--- config.mk ---
export PLATFORM = sky130hd
export DESIGN_NAME = dawn_dusk_lamp_controller_unit
export DESIGN_NICKNAME = d
export VERILOG_FILES = /design/src/hw/rtl/ddlc_pkg.sv /design/src/hw/rtl/ddlc_prep.sv /design/src/hw/rtl/ddlc_core.sv /design/src/hw/rtl/dawn_dusk_lamp_controller_unit.sv
export SDC_FILE = /design/constraint.sdc
export NUM_CORES = 1
export LEC_CHECK = 0
export ABC_AREA = 1
export BUFFER_PORTS_ARGS = -buffer_cell sky130_fd_sc_hd__buf_4
export CORE_UTILIZATION = 48
export DETAILED_ROUTE_END_ITERATION = 10
export PLACE_DENSITY_LB_ADDON = 0.05
export SLEW_MARGIN = 10
export SYNTH_ARGS = -nofsm -noshare
export SYNTH_HDL_FRONTEND = slang
export SYNTH_SLANG_ARGS = --single-unit
--- constraint.sdc ---
create_clock -name aclk -period 28.9 [get_ports aclk]
set_clock_uncertainty 0.2 [all_clocks]
set_input_delay 4.335 -clock aclk [delete_from_list [all_inputs] [get_ports aclk]]
set_output_delay 4.335 -clock aclk [all_outputs]
set_load 0.05 [all_outputs]
--- src/hw/rtl/ddlc_pkg.sv ---
// Shared types and constants for the dawn/dusk lamp controller.
// No dependencies; imported by every module of the block.
package ddlc_pkg;

    // Day/night phase, low two bits of the phase register
    localparam logic [1:0] PH_DAY         = 2'd0;
    localparam logic [1:0] PH_DEEP_NIGHT  = 2'd1;
    localparam logic [1:0] PH_EARLY_DAY   = 2'd2;
    localparam logic [1:0] PH_EARLY_NIGHT = 2'd3;

    // Event codes reported in event_res
    localparam logic [1:0] EV_NONE = 2'd0;
    localparam logic [1:0] EV_DAWN = 2'd1;
    localparam logic [1:0] EV_DUSK = 2'd2;

    // Configuration register indexes (byte address = 4 * index)
    localparam logic [1:0] REG_LUM_SWITCH  = 2'd0;
    localparam logic [1:0] REG_LUM_DAWN    = 2'd1;
    localparam logic [1:0] REG_OFF_OFFSET  = 2'd2;
    localparam logic [1:0] REG_MIDNIGHT_CR = 2'd3;

    // Configuration reset values
    localparam logic [9:0]  LUM_SWITCH_RST = 10'd512;
    localparam logic [9:0]  LUM_DAWN_RST   = 10'd512;
    localparam logic [16:0] OFF_OFFSET_RST = 17'h1F1F0;  // -3600 s
    localparam logic [14:0] MIDNIGHT_RST   = 15'd0;

    // Time constants in seconds
    localparam logic [31:0] DAY_SEC      = 32'd86400;
    localparam logic [31:0] HALF_DAY_SEC = 32'd43200;
    localparam logic [31:0] LAMP_MAX_SEC = 32'd14400;
    localparam logic [31:0] DAYLIGHT_RST = 32'd43200;

    // Luminance scaling
    localparam logic [9:0]  LUM_DAY_BASE = 10'h200;
    localparam logic [14:0] PCT_SCALE    = 15'd25;
    localparam logic [14:0] PCT_ROUND    = 15'h80;

    typedef struct packed {
        logic [9:0]  lum_switch;
        logic [9:0]  lum_dawn;
        logic [16:0] off_offset;
        logic [14:0] midnight_corr;
    } cfg_t;

    // One sample after preprocessing, with the time terms the state update needs
    typedef struct packed {
        logic        sampled;
        logic        time_zero;
        logic [31:0] time_sec;
        logic [9:0]  luminance;
        logic [6:0]  lum_percent;
        logic [31:0] lamp_max_end;   // time + 4 h
        logic [31:0] day_base;       // 86400 - time
        logic [31:0] midnight_base;  // time + 43200 + correction
    } item_t;

    // Result word, sampled in the lowest bit
    typedef struct packed {
        logic [6:0] lum_percent;
        logic       lamp_on_cmd;
        logic       lamp_off_cmd;
        logic [1:0] event_res;
        logic       sampled;
    } res_t;

endpackage

--- src/hw/rtl/ddlc_prep.sv ---
// Input register and sample preprocessing pipeline: period check, percent scaling
// and time terms that do not depend on controller state. Uses ddlc_pkg.
module ddlc_prep import ddlc_pkg::*; #(
    parameter int SAMPLE_PERIOD = 10
) (
    input  logic        aclk,
    input  logic        aresetn,
    input  logic        in_valid,
    output logic        in_ready,
    input  logic [31:0] in_time,
    input  logic [9:0]  in_lum,
    input  logic [14:0] midnight_corr,
    output logic        item_valid,
    input  logic        item_ready,
    output item_t       item
);

    // time mod P is folded from byte residues into 16 bits, then a reciprocal
    // multiply gives the quotient of the folded value
    localparam int RecipShift = 22;
    localparam longint Recip  = ((64'sd1 <<< RecipShift) + SAMPLE_PERIOD - 1) / SAMPLE_PERIOD;
    localparam logic [22:0] RecipW  = 23'(Recip);
    localparam logic [21:0] PeriodW = 22'(SAMPLE_PERIOD);
    localparam logic [5:0]  Res0 = 6'(1 % SAMPLE_PERIOD);
    localparam logic [5:0]  Res1 = 6'(256 % SAMPLE_PERIOD);
    localparam logic [5:0]  Res2 = 6'(65536 % SAMPLE_PERIOD);
    localparam logic [5:0]  Res3 = 6'(16777216 % SAMPLE_PERIOD);

    logic        v1_reg, v2_reg, v3_reg, v4_reg;
    logic        rdy1, rdy2, rdy3, rdy4;
    logic [31:0] time1_reg;
    logic [9:0]  lum1_reg;
    item_t       item2_reg, item2_next, item3_reg, item4_reg, item4_next;
    logic [15:0] fold2_reg, fold2_next, fold3_reg;
    logic [15:0] quo3_reg, quo3_next;
    logic [38:0] quo_prod;
    logic [14:0] pct_prod;
    logic [21:0] back_prod;

    assign rdy4     = !v4_reg || item_ready;
    assign rdy3     = !v3_reg || rdy4;
    assign rdy2     = !v2_reg || rdy3;
    assign rdy1     = !v1_reg || rdy2;
    assign in_ready = rdy1;

    always_comb begin
        pct_prod = 15'(lum1_reg) * PCT_SCALE + PCT_ROUND;
        fold2_next = 16'(16'(time1_reg[7:0]) * 16'(Res0))
                   + 16'(16'(time1_reg[15:8]) * 16'(Res1))
                   + 16'(16'(time1_reg[23:16]) * 16'(Res2))
                   + 16'(16'(time1_reg[31:24]) * 16'(Res3));
        item2_next.sampled       = 1'b0;
        item2_next.time_zero     = (time1_reg == 32'd0);
        item2_next.time_sec      = time1_reg;
        item2_next.luminance     = lum1_reg;
        item2_next.lum_percent   = pct_prod[14:8];
        item2_next.lamp_max_end  = time1_reg + LAMP_MAX_SEC;
        item2_next.day_base      = DAY_SEC - time1_reg;
        item2_next.midnight_base = time1_reg + HALF_DAY_SEC
                                 + {{17{midnight_corr[14]}}, midnight_corr};
    end

    assign quo_prod  = 39'(fold2_reg) * 39'(RecipW);
    assign quo3_next = 16'(quo_prod >> RecipShift);
    assign back_prod = 22'(quo3_reg) * PeriodW;

    always_comb begin
        item4_next         = item3_reg;
        item4_next.sampled = (22'(fold3_reg) == back_prod);
    end

    always_ff @(posedge aclk) begin
        if (!aresetn) begin
            v1_reg <= 1'b0;
            v2_reg <= 1'b0;
            v3_reg <= 1'b0;
            v4_reg <= 1'b0;
        end else begin
            if (rdy1) v1_reg <= in_valid;
            if (rdy2) v2_reg <= v1_reg;
            if (rdy3) v3_reg <= v2_reg;
            if (rdy4) v4_reg <= v3_reg;
        end
    end

    always_ff @(posedge aclk) begin
        if (rdy1) begin
            time1_reg <= in_time;
            lum1_reg  <= in_lum;
        end
        if (rdy2) begin
            item2_reg <= item2_next;
            fold2_reg <= fold2_next;
        end
        if (rdy3) begin
            item3_reg <= item2_reg;
            fold3_reg <= fold2_reg;
            quo3_reg  <= quo3_next;
        end
        if (rdy4) item4_reg <= item4_next;
    end

    assign item_valid = v4_reg;
    assign item       = item4_reg;

endmodule

--- src/hw/rtl/ddlc_core.sv ---
// Day/night state machine, lamp control and the result register.
// Uses ddlc_pkg; fed by ddlc_prep.
module ddlc_core import ddlc_pkg::*; #(
    parameter int DETECT_RUN = 6
) (
    input  logic  aclk,
    input  logic  aresetn,
    input  logic  item_valid,
    output logic  item_ready,
    input  item_t item,
    input  cfg_t  cfg,
    output logic  res_valid,
    input  logic  res_ready,
    output res_t  res
);

    localparam logic [2:0] DetectRun = 3'(DETECT_RUN);

    logic [2:0]  phase_reg, phase_next;
    logic [2:0]  count_reg, count_next;
    logic [31:0] off_time_reg, off_time_next;
    logic [31:0] daylight_reg, daylight_next;
    logic [31:0] midnight_reg, midnight_next;
    logic [31:0] dusk_reg, dusk_next;
    logic        res_valid_reg;
    res_t        res_reg, res_next;

    logic        fire;
    logic        lamp;
    logic [1:0]  ph;
    logic [1:0]  ev;
    logic        off_cmd, on_cmd;
    logic [2:0]  count_inc;
    logic [9:0]  night_lvl, day_lvl;
    logic [31:0] off_diff;
    logic        expired;
    logic [31:0] daylight_new, midnight_new, off_cand;

    assign item_ready = !res_valid_reg || res_ready;
    assign fire       = item_valid && item_ready;

    assign count_inc = (count_reg == 3'd7) ? 3'd7 : count_reg + 3'd1;
    assign night_lvl = {1'b0, cfg.lum_dawn[9:1]};
    assign day_lvl   = LUM_DAY_BASE + night_lvl;
    assign off_diff  = off_time_reg - item.time_sec;
    assign expired   = off_diff[31] || (off_diff == 32'd0);

    assign daylight_new = (dusk_reg != 32'd0) ? dusk_reg + item.day_base : daylight_reg;
    assign midnight_new = item.midnight_base + (daylight_new >> 1);
    assign off_cand     = (midnight_reg != 32'd0)
                        ? midnight_reg + {{15{cfg.off_offset[16]}}, cfg.off_offset}
                        : item.lamp_max_end;

    always_comb begin
        count_next    = count_reg;
        off_time_next = off_time_reg;
        daylight_next = daylight_reg;
        midnight_next = midnight_reg;
        dusk_next     = dusk_reg;
        ev            = EV_NONE;
        off_cmd       = 1'b0;
        on_cmd        = 1'b0;
        lamp          = phase_reg[2];
        ph            = phase_reg[1:0];

        // off time reached: drop the lamp first
        if (phase_reg[2] && expired) begin
            lamp    = 1'b0;
            off_cmd = 1'b1;
        end

        case (phase_reg[1:0])
            PH_DEEP_NIGHT: begin
                if (item.luminance < cfg.lum_dawn) begin
                    count_next = 3'd0;
                end else if (count_inc < DetectRun) begin
                    count_next = count_inc;
                end else begin
                    daylight_next = daylight_new;
                    midnight_next = midnight_new;
                    count_next    = 3'd0;
                    if (lamp) off_cmd = 1'b1;
                    lamp = 1'b0;
                    ph   = PH_EARLY_DAY;
                    ev   = EV_DAWN;
                end
            end
            PH_EARLY_DAY: begin
                if (item.luminance < day_lvl) begin
                    count_next = 3'd0;
                end else begin
                    count_next = count_inc;
                    if (count_inc >= DetectRun) ph = PH_DAY;
                end
            end
            PH_DAY: begin
                if (lamp) begin
                    if (item.luminance >= cfg.lum_switch) begin
                        lamp    = 1'b0;
                        off_cmd = 1'b1;
                    end
                end else if (item.luminance < cfg.lum_switch) begin
                    lamp          = 1'b1;
                    on_cmd        = 1'b1;
                    off_time_next = off_cand;
                end
                // a dark sample at time zero counts as dusk at once
                if (item.luminance >= cfg.lum_dawn) begin
                    count_next = 3'd0;
                end else if (count_inc < DetectRun && !item.time_zero) begin
                    count_next = count_inc;
                end else begin
                    dusk_next  = item.time_sec;
                    count_next = 3'd0;
                    ph         = PH_EARLY_NIGHT;
                    ev         = EV_DUSK;
                end
            end
            PH_EARLY_NIGHT: begin
                if (item.luminance > night_lvl) begin
                    count_next = 3'd0;
                end else begin
                    count_next = count_inc;
                    if (count_inc >= DetectRun) ph = PH_DEEP_NIGHT;
                end
            end
            default: begin
                ph = phase_reg[1:0];
            end
        endcase

        phase_next = {lamp, ph};

        if (item.sampled) begin
            res_next.sampled      = 1'b1;
            res_next.event_res    = ev;
            res_next.lamp_off_cmd = off_cmd;
            res_next.lamp_on_cmd  = on_cmd;
            res_next.lum_percent  = item.lum_percent;
        end else begin
            res_next = '0;
        end
    end

    always_ff @(posedge aclk) begin
        if (!aresetn) begin
            res_valid_reg <= 1'b0;
            phase_reg     <= {1'b0, PH_DAY};
            count_reg     <= 3'd0;
            off_time_reg  <= 32'd0;
            daylight_reg  <= DAYLIGHT_RST;
            midnight_reg  <= 32'd0;
            dusk_reg      <= 32'd0;
        end else begin
            if (item_ready) res_valid_reg <= item_valid;
            // unsampled ticks leave the state alone
            if (fire && item.sampled) begin
                phase_reg    <= phase_next;
                count_reg    <= count_next;
                off_time_reg <= off_time_next;
                daylight_reg <= daylight_next;
                midnight_reg <= midnight_next;
                dusk_reg     <= dusk_next;
            end
        end
    end

    always_ff @(posedge aclk) begin
        if (fire) res_reg <= res_next;
    end

    assign res_valid = res_valid_reg;
    assign res       = res_reg;

endmodule

--- src/hw/rtl/dawn_dusk_lamp_controller_unit.sv ---
// Dawn/dusk lamp controller top level: stream ports, APB register file,
// preprocessing pipeline (ddlc_prep) and state update (ddlc_core). Uses ddlc_pkg.
// An accepted input transaction passes the ddlc_prep stages and the result register to m_tvalid.
// Throughput: one transaction per cycle unless m_tready stalls; combinational state update.
// Reset: aresetn synchronous, active low; clears pipeline valids, day/night state
// and configuration registers to their defaults.
module dawn_dusk_lamp_controller_unit import ddlc_pkg::*; #(
    parameter int DETECT_RUN    = 6,
    parameter int SAMPLE_PERIOD = 10
) (
    input  logic        aclk,
    input  logic        aresetn,
    input  logic        s_tvalid,
    output logic        s_tready,
    input  logic [47:0] s_tdata,   // [31:0] time_sec, [41:32] luminance, rest zero
    output logic        m_tvalid,
    input  logic        m_tready,
    output logic [15:0] m_tdata,   // [0] sampled, [2:1] event_res, [3] lamp_off_cmd,
                                   // [4] lamp_on_cmd, [11:5] lum_percent, rest zero
    input  logic        psel,
    input  logic        penable,
    input  logic        pwrite,
    input  logic [3:0]  paddr,
    input  logic [31:0] pwdata,
    output logic [31:0] prdata,
    output logic        pready
);

    cfg_t        cfg_reg;
    logic        cfg_wr;
    logic [1:0]  reg_idx;
    logic        item_valid, item_ready;
    item_t       item;
    res_t        res;

    assign pready  = 1'b1;
    assign reg_idx = paddr[3:2];
    assign cfg_wr  = psel && penable && pwrite && pready;

    always_ff @(posedge aclk) begin
        if (!aresetn) begin
            cfg_reg.lum_switch    <= LUM_SWITCH_RST;
            cfg_reg.lum_dawn      <= LUM_DAWN_RST;
            cfg_reg.off_offset    <= OFF_OFFSET_RST;
            cfg_reg.midnight_corr <= MIDNIGHT_RST;
        end else if (cfg_wr) begin
            case (reg_idx)
                REG_LUM_SWITCH:  cfg_reg.lum_switch    <= pwdata[9:0];
                REG_LUM_DAWN:    cfg_reg.lum_dawn      <= pwdata[9:0];
                REG_OFF_OFFSET:  cfg_reg.off_offset    <= pwdata[16:0];
                REG_MIDNIGHT_CR: cfg_reg.midnight_corr <= pwdata[14:0];
                default:         cfg_reg.lum_switch    <= cfg_reg.lum_switch;
            endcase
        end
    end

    always_comb begin
        case (reg_idx)
            REG_LUM_SWITCH:  prdata = {22'd0, cfg_reg.lum_switch};
            REG_LUM_DAWN:    prdata = {22'd0, cfg_reg.lum_dawn};
            REG_OFF_OFFSET:  prdata = {{15{cfg_reg.off_offset[16]}}, cfg_reg.off_offset};
            REG_MIDNIGHT_CR: prdata = {{17{cfg_reg.midnight_corr[14]}},
                                       cfg_reg.midnight_corr};
            default:         prdata = 32'd0;
        endcase
    end

    ddlc_prep #(
        .SAMPLE_PERIOD (SAMPLE_PERIOD)
    ) u_prep (
        .aclk          (aclk),
        .aresetn       (aresetn),
        .in_valid      (s_tvalid),
        .in_ready      (s_tready),
        .in_time       (s_tdata[31:0]),
        .in_lum        (s_tdata[41:32]),
        .midnight_corr (cfg_reg.midnight_corr),
        .item_valid    (item_valid),
        .item_ready    (item_ready),
        .item          (item)
    );

    ddlc_core #(
        .DETECT_RUN (DETECT_RUN)
    ) u_core (
        .aclk       (aclk),
        .aresetn    (aresetn),
        .item_valid (item_valid),
        .item_ready (item_ready),
        .item       (item),
        .cfg        (cfg_reg),
        .res_valid  (m_tvalid),
        .res_ready  (m_tready),
        .res        (res)
    );

    assign m_tdata = {4'd0, res};

endmodule

---- Word level (Yosys, flattened, before mapping) ----
Index checks and enable logic that the tools add are counted.
storage, ports and cells
  register bits after elaboration ......... 729
  input bits .............................. 91
  output and inout bits ................... 51
operators by class
  add/subtract/negate cells ............... 14
  multiply operators ...................... 6
  order comparisons ....................... 8
  equality and inequality tests ........... 16
  mux-type cells .......................... 40
  bitwise gates (word level) .............. 7
  reductions and logical operators ........ 34
operator list
  cell                      count
  $pmux W32 S4              1
  $add A32 B32 Y32          3
  $logic_not A32 Y1         2
  $mux W32                  2
  $reduce_bool A32 Y1       2
  $mul A16 B19 Y35 const B  1
  $add A16 B11 Y16          2
  $add A32 B14 Y32 const B  1
  $add A32 B16 Y32 const B  1
  $add A32 B31 Y32          1
  $sub A17 B32 Y32 const A  1
  $sub A32 B32 Y32          1
  $lt A10 B10 Y1            3
  $mul A8 B2 Y10 const B    3
  $mux W2                   11
  $mux W3                   7
  $eq A16 B20 Y1            1
  $ge A10 B10 Y1            2
  $mul A13 B3 Y16 const B   1
  $add A15 B8 Y15 const B   1
  $mul A10 B5 Y15 const B   1
  $mux W1                   14
  $add A8 B11 Y12           1
  $ne A2 B2 Y1 const B      6
  other kinds (23)          56

---- Logic depth before layout (Yosys ltp) ----
  depth after elaboration ................. 9
  depth in mapped cells ................... 29
  gate-level depth less buffers ........... 29

---- Hierarchy ----
Synthesis repeated with hierarchy kept, for this count alone.
second synthesis, totals
  cell total of the unflattened synthesis .. 5259
  area, all modules ....................... 44828.0 um^2
by module, submodules not included
  module                          times used  cells each  area each (um^2)  seq. area each (um^2)
  ddlc_prep                       1           2429        27412.5           14974.4
  ddlc_core                       1           2446        14802.9           3042.9
  dawn_dusk_lamp_controller_unit  1           384         2612.5            1041.0

---- Worst setup path after synthesis ----
OpenSTA, ideal clock, no wires.
  kind .................................... input to output
  start ................................... in m_tready
  end ..................................... out s_tready
  data arrival time ....................... 12224 ps
  slack ................................... 12141 ps
  stages on the path ...................... 8
  path through ............................ nor2_1 > inv_1 > nor2_1 > inv_1 > nor2_1 > inv_1 > nor2_1 > nand2_1
on the way
  word-level cells in the longest chain between the ends .. 5
RTL lines
  item                line                                  source
  start, declared     dawn_dusk_lamp_controller_unit.sv:17  input logic m_tready,
  $logic_or A1 B1 Y1  ddlc_core.sv:39                       assign item_ready = !res_valid_reg || res_ready;
  $logic_or A1 B1 Y1  ddlc_prep.sv:40                       assign rdy4 = !v4_reg || item_ready;
  net u_prep.rdy4     ddlc_prep.sv:30                       logic rdy1, rdy2, rdy3, rdy4;
  $logic_or A1 B1 Y1  ddlc_prep.sv:41                       assign rdy3 = !v3_reg || rdy4;
  net u_prep.rdy3     ddlc_prep.sv:30
  $logic_or A1 B1 Y1  ddlc_prep.sv:42                       assign rdy2 = !v2_reg || rdy3;
  $logic_or A1 B1 Y1  ddlc_prep.sv:43                       assign rdy1 = !v1_reg || rdy2;
  end, declared       dawn_dusk_lamp_controller_unit.sv:14  output logic s_tready,
The timed path passes the listed nets, and every way through them passes these cells.

---- Worst setup path in the final report ----
Same ends and word-level chain as after synthesis.

==> impl_metrics.env <==
export IMPL_status="completed"
export IMPL_cpMostUsedCell="nor2_1"
export IMPL_ctsHtreeMaxLevel=3
export IMPL_ys_seq_elements=698
export IMPL_yosysWarnings=0
export IMPL_max_slew_margin=0.264
export IMPL_async_flop_share=0
export IMPL_area_growth_pct=10.8
export IMPL_yosys_area_share_simple=0.153
export IMPL_synthMuxAreaShare=0.000476
export IMPL_drive_gt1_frac=0.0634
export IMPL_criticalPathCategory="input port to primary output"
export IMPL_ys_seq_area_frac=0.453
export IMPL_synth_top_family_by_area="adder cells"
export IMPL_cts_tree="done"
export IMPL_cp_arrival_ns=6.40
export IMPL_utilization=0.537
export IMPL_worstSetupEndpoint="s_tready"
export IMPL_worst_slack_ns=17.96
export IMPL_cts_made_buffers=75
export IMPL_worstPathCellList="buf_4 -> nor2_1 -> inv_1 -> nor2_1 -> inv_6 -> nor2_1 -> inv_6 -> nor2_1 -> nand2_2 -> buf_4"
export IMPL_critPathMaxStageDelay_ns=0.40
export IMPL_grt_pass1_vias=29700
export IMPL_crit_start="m_tready"
export IMPL_reg2reg_slack_ns=22.67
export IMPL_reg2regPathDepth=19
export IMPL_start_util=0.485
export IMPL_clk_path_buf_depth=3
export IMPL_ant_nets=0
export IMPL_io_pins=142
export IMPL_die_h_um=298
export IMPL_syn_inst=4562
export IMPL_final_common_cell="nand2_1"
export IMPL_final_cell_mix="867 x nand2_1, 686 x inv_1, 508 x edfxtp_1, 448 x ha_1, 381 x a21oi_1"
export IMPL_die_x_um=298
export IMPL_path_max_fanout=68
export IMPL_nets=5315
export IMPL_cts_sinks=698
export IMPL_die_area_um2=88900
export IMPL_synth_compound_area_frac=0.102
export IMPL_clock_latency_ns=0.64
export IMPL_yosysUniqueCellTypes=60
export IMPL_detail_route_wl_per_cell_um=19.9
export IMPL_place_ws_ns=17.92
export IMPL_diodes=0
export IMPL_hpwlAfterDp_mm=95.0
export IMPL_route_detailed_drc=0
export IMPL_largest_reg_flops=140
export IMPL_setup_viol=0
export IMPL_antenna_found_initial=3
export IMPL_firstDrtPassIters=5
export IMPL_crit_path_start_kind="input port"
export IMPL_rsz0062_at_grt="false"
export IMPL_worstHoldPathType="flip-flop to flip-flop"
export IMPL_cap_violations=0
export IMPL_end_kind="primary output"
export IMPL_totalWireLength_mm=118
export IMPL_fin_crit_sh=0.379
export IMPL_dpl_instance_area_um2=44200
export IMPL_synth_flop_cell="edfxtp_1"
export IMPL_clk_pin_slew_ns=0.06
export IMPL_tightest_slew_ns=1.09
export IMPL_fin_crit_ns=10.94
export IMPL_track_usage=0.266
export IMPL_routed_via_density=5.20
export IMPL_final_design_area_no_fill_um2=46600
export IMPL_vias=30700
export IMPL_gp_congestion=0.954
export IMPL_post_cts_setup_buffer_count=0
export IMPL_worst_r2r_endpoint="u_prep.quo3_reg[10]"
export IMPL_clock_fmax_ghz=0.0914
export IMPL_hold_viol_final=0
export IMPL_grt_max_degree=96
export IMPL_cts_hold_buf=0
export IMPL_reg2reg_from="u_prep.fold2_reg[1]"
export IMPL_fin_tns_setup_ns=0
export IMPL_synth_avg_cell_area_um2=9.22
export IMPL_synth_edf_count=508
export IMPL_core_um2=86800
export IMPL_io_buffers=113
export IMPL_slowest_stage="nor2_1"
export IMPL_drt_iter0_drc=2232
export IMPL_synth_xor_area_frac=0.0429
export IMPL_syn_area_um2=42100
export IMPL_placementRows=108
export IMPL_overflow=0
export IMPL_cts_root_buf="clkbuf_16"
export IMPL_grt_pass1_wl_mm=179
export IMPL_cts_resized=0
export IMPL_synthAdderAreaFrac=0.176
export IMPL_final_max_slew_viol_count=0
export IMPL_worstPathRequired_ns=24.36
-- worst max-delay path, delay by kind of cell --
family | cells | cell delay, ns
and+or+nand+nor | 5 | 1.19
buffers and inverters | 5 | 0.82
-- cell type report --
| cell class | instances | area, um2 |
|---|---|---|
| clock buffers | 99 | 2060 |
| repair buffers | 139 | 1040 |
| fillers | 8075 | 40100 |
| clock inverters | 41 | 417 |
| inverters | 695 | 2620 |
| well taps | 1155 | 1450 |
| flip-flops and latches | 698 | 19100 |
| multi-input cells | 3078 | 20000 |
-- worst min path at each step --
stage | to | cells past startpoint | from | slack, ns
2_1_floorplan | u_prep.item3_reg[0] | 0 | u_prep.item2_reg[0] | 0.20
3_3_place_gp | u_prep.item3_reg[103] | 0 | u_prep.item2_reg[103] | 0.20
3_5_place_dp | u_prep.item3_reg[0] | 0 | u_prep.item2_reg[0] | 0.20
4_1_cts | u_prep.item3_reg[93] | 0 | u_prep.item2_reg[93] | 0.19
5_1_grt | u_prep.item3_reg[93] | 0 | u_prep.item2_reg[93] | 0.20
6_report | u_prep.item3_reg[93] | 0 | u_prep.item2_reg[93] | 0.19
-- logic make-up after synthesis --
kind of cell / count (synthesis)
compound gates: 785
xor+xnor: 206
fa+ha+maj: 537
buf+inv: 789
flops: 698
mux: 2
other cells: 2
simple gates: 1543
-- routing by layer --
metal,global-route usage,share of wire
met3,0.0268,0.037
met2,0.449,0.48
met5,0,0
met1,0.358,0.45
met4,0.0838,0.031
-- through the flow --
stage | hold slack (ns) | std cells
detailed placement | 0.205 | 5765
global placement | 0.200 | 5765
CTS | 0.193 | 5905
finish | 0.192 | 5905
global route | 0.201 | 5905
floorplan | 0.200 | 4565
-- synth_stat cells, drive strengths merged, types with 16 or more instances --
cell	n	area (um2)
o21ai	270	1350
nor4	31	194
nand2	869	3260
or2	19	119
nand3	185	956
nor3	37	195
buf	36	245
xnor2	45	394
nor2	329	1260
edfxtp	508	15300
dfxtp	190	3800
o21bai	32	244
ha	448	5610
o21a	16	120
inv	693	2600
a21o	21	158
fa	89	1780
a21oi	381	1910
nand4	51	319
xor2	161	1410
clkbuf	58	218
Power is not shown: default switching activity piles up to over one toggle a cycle in this logic, so the estimate is an artifact.
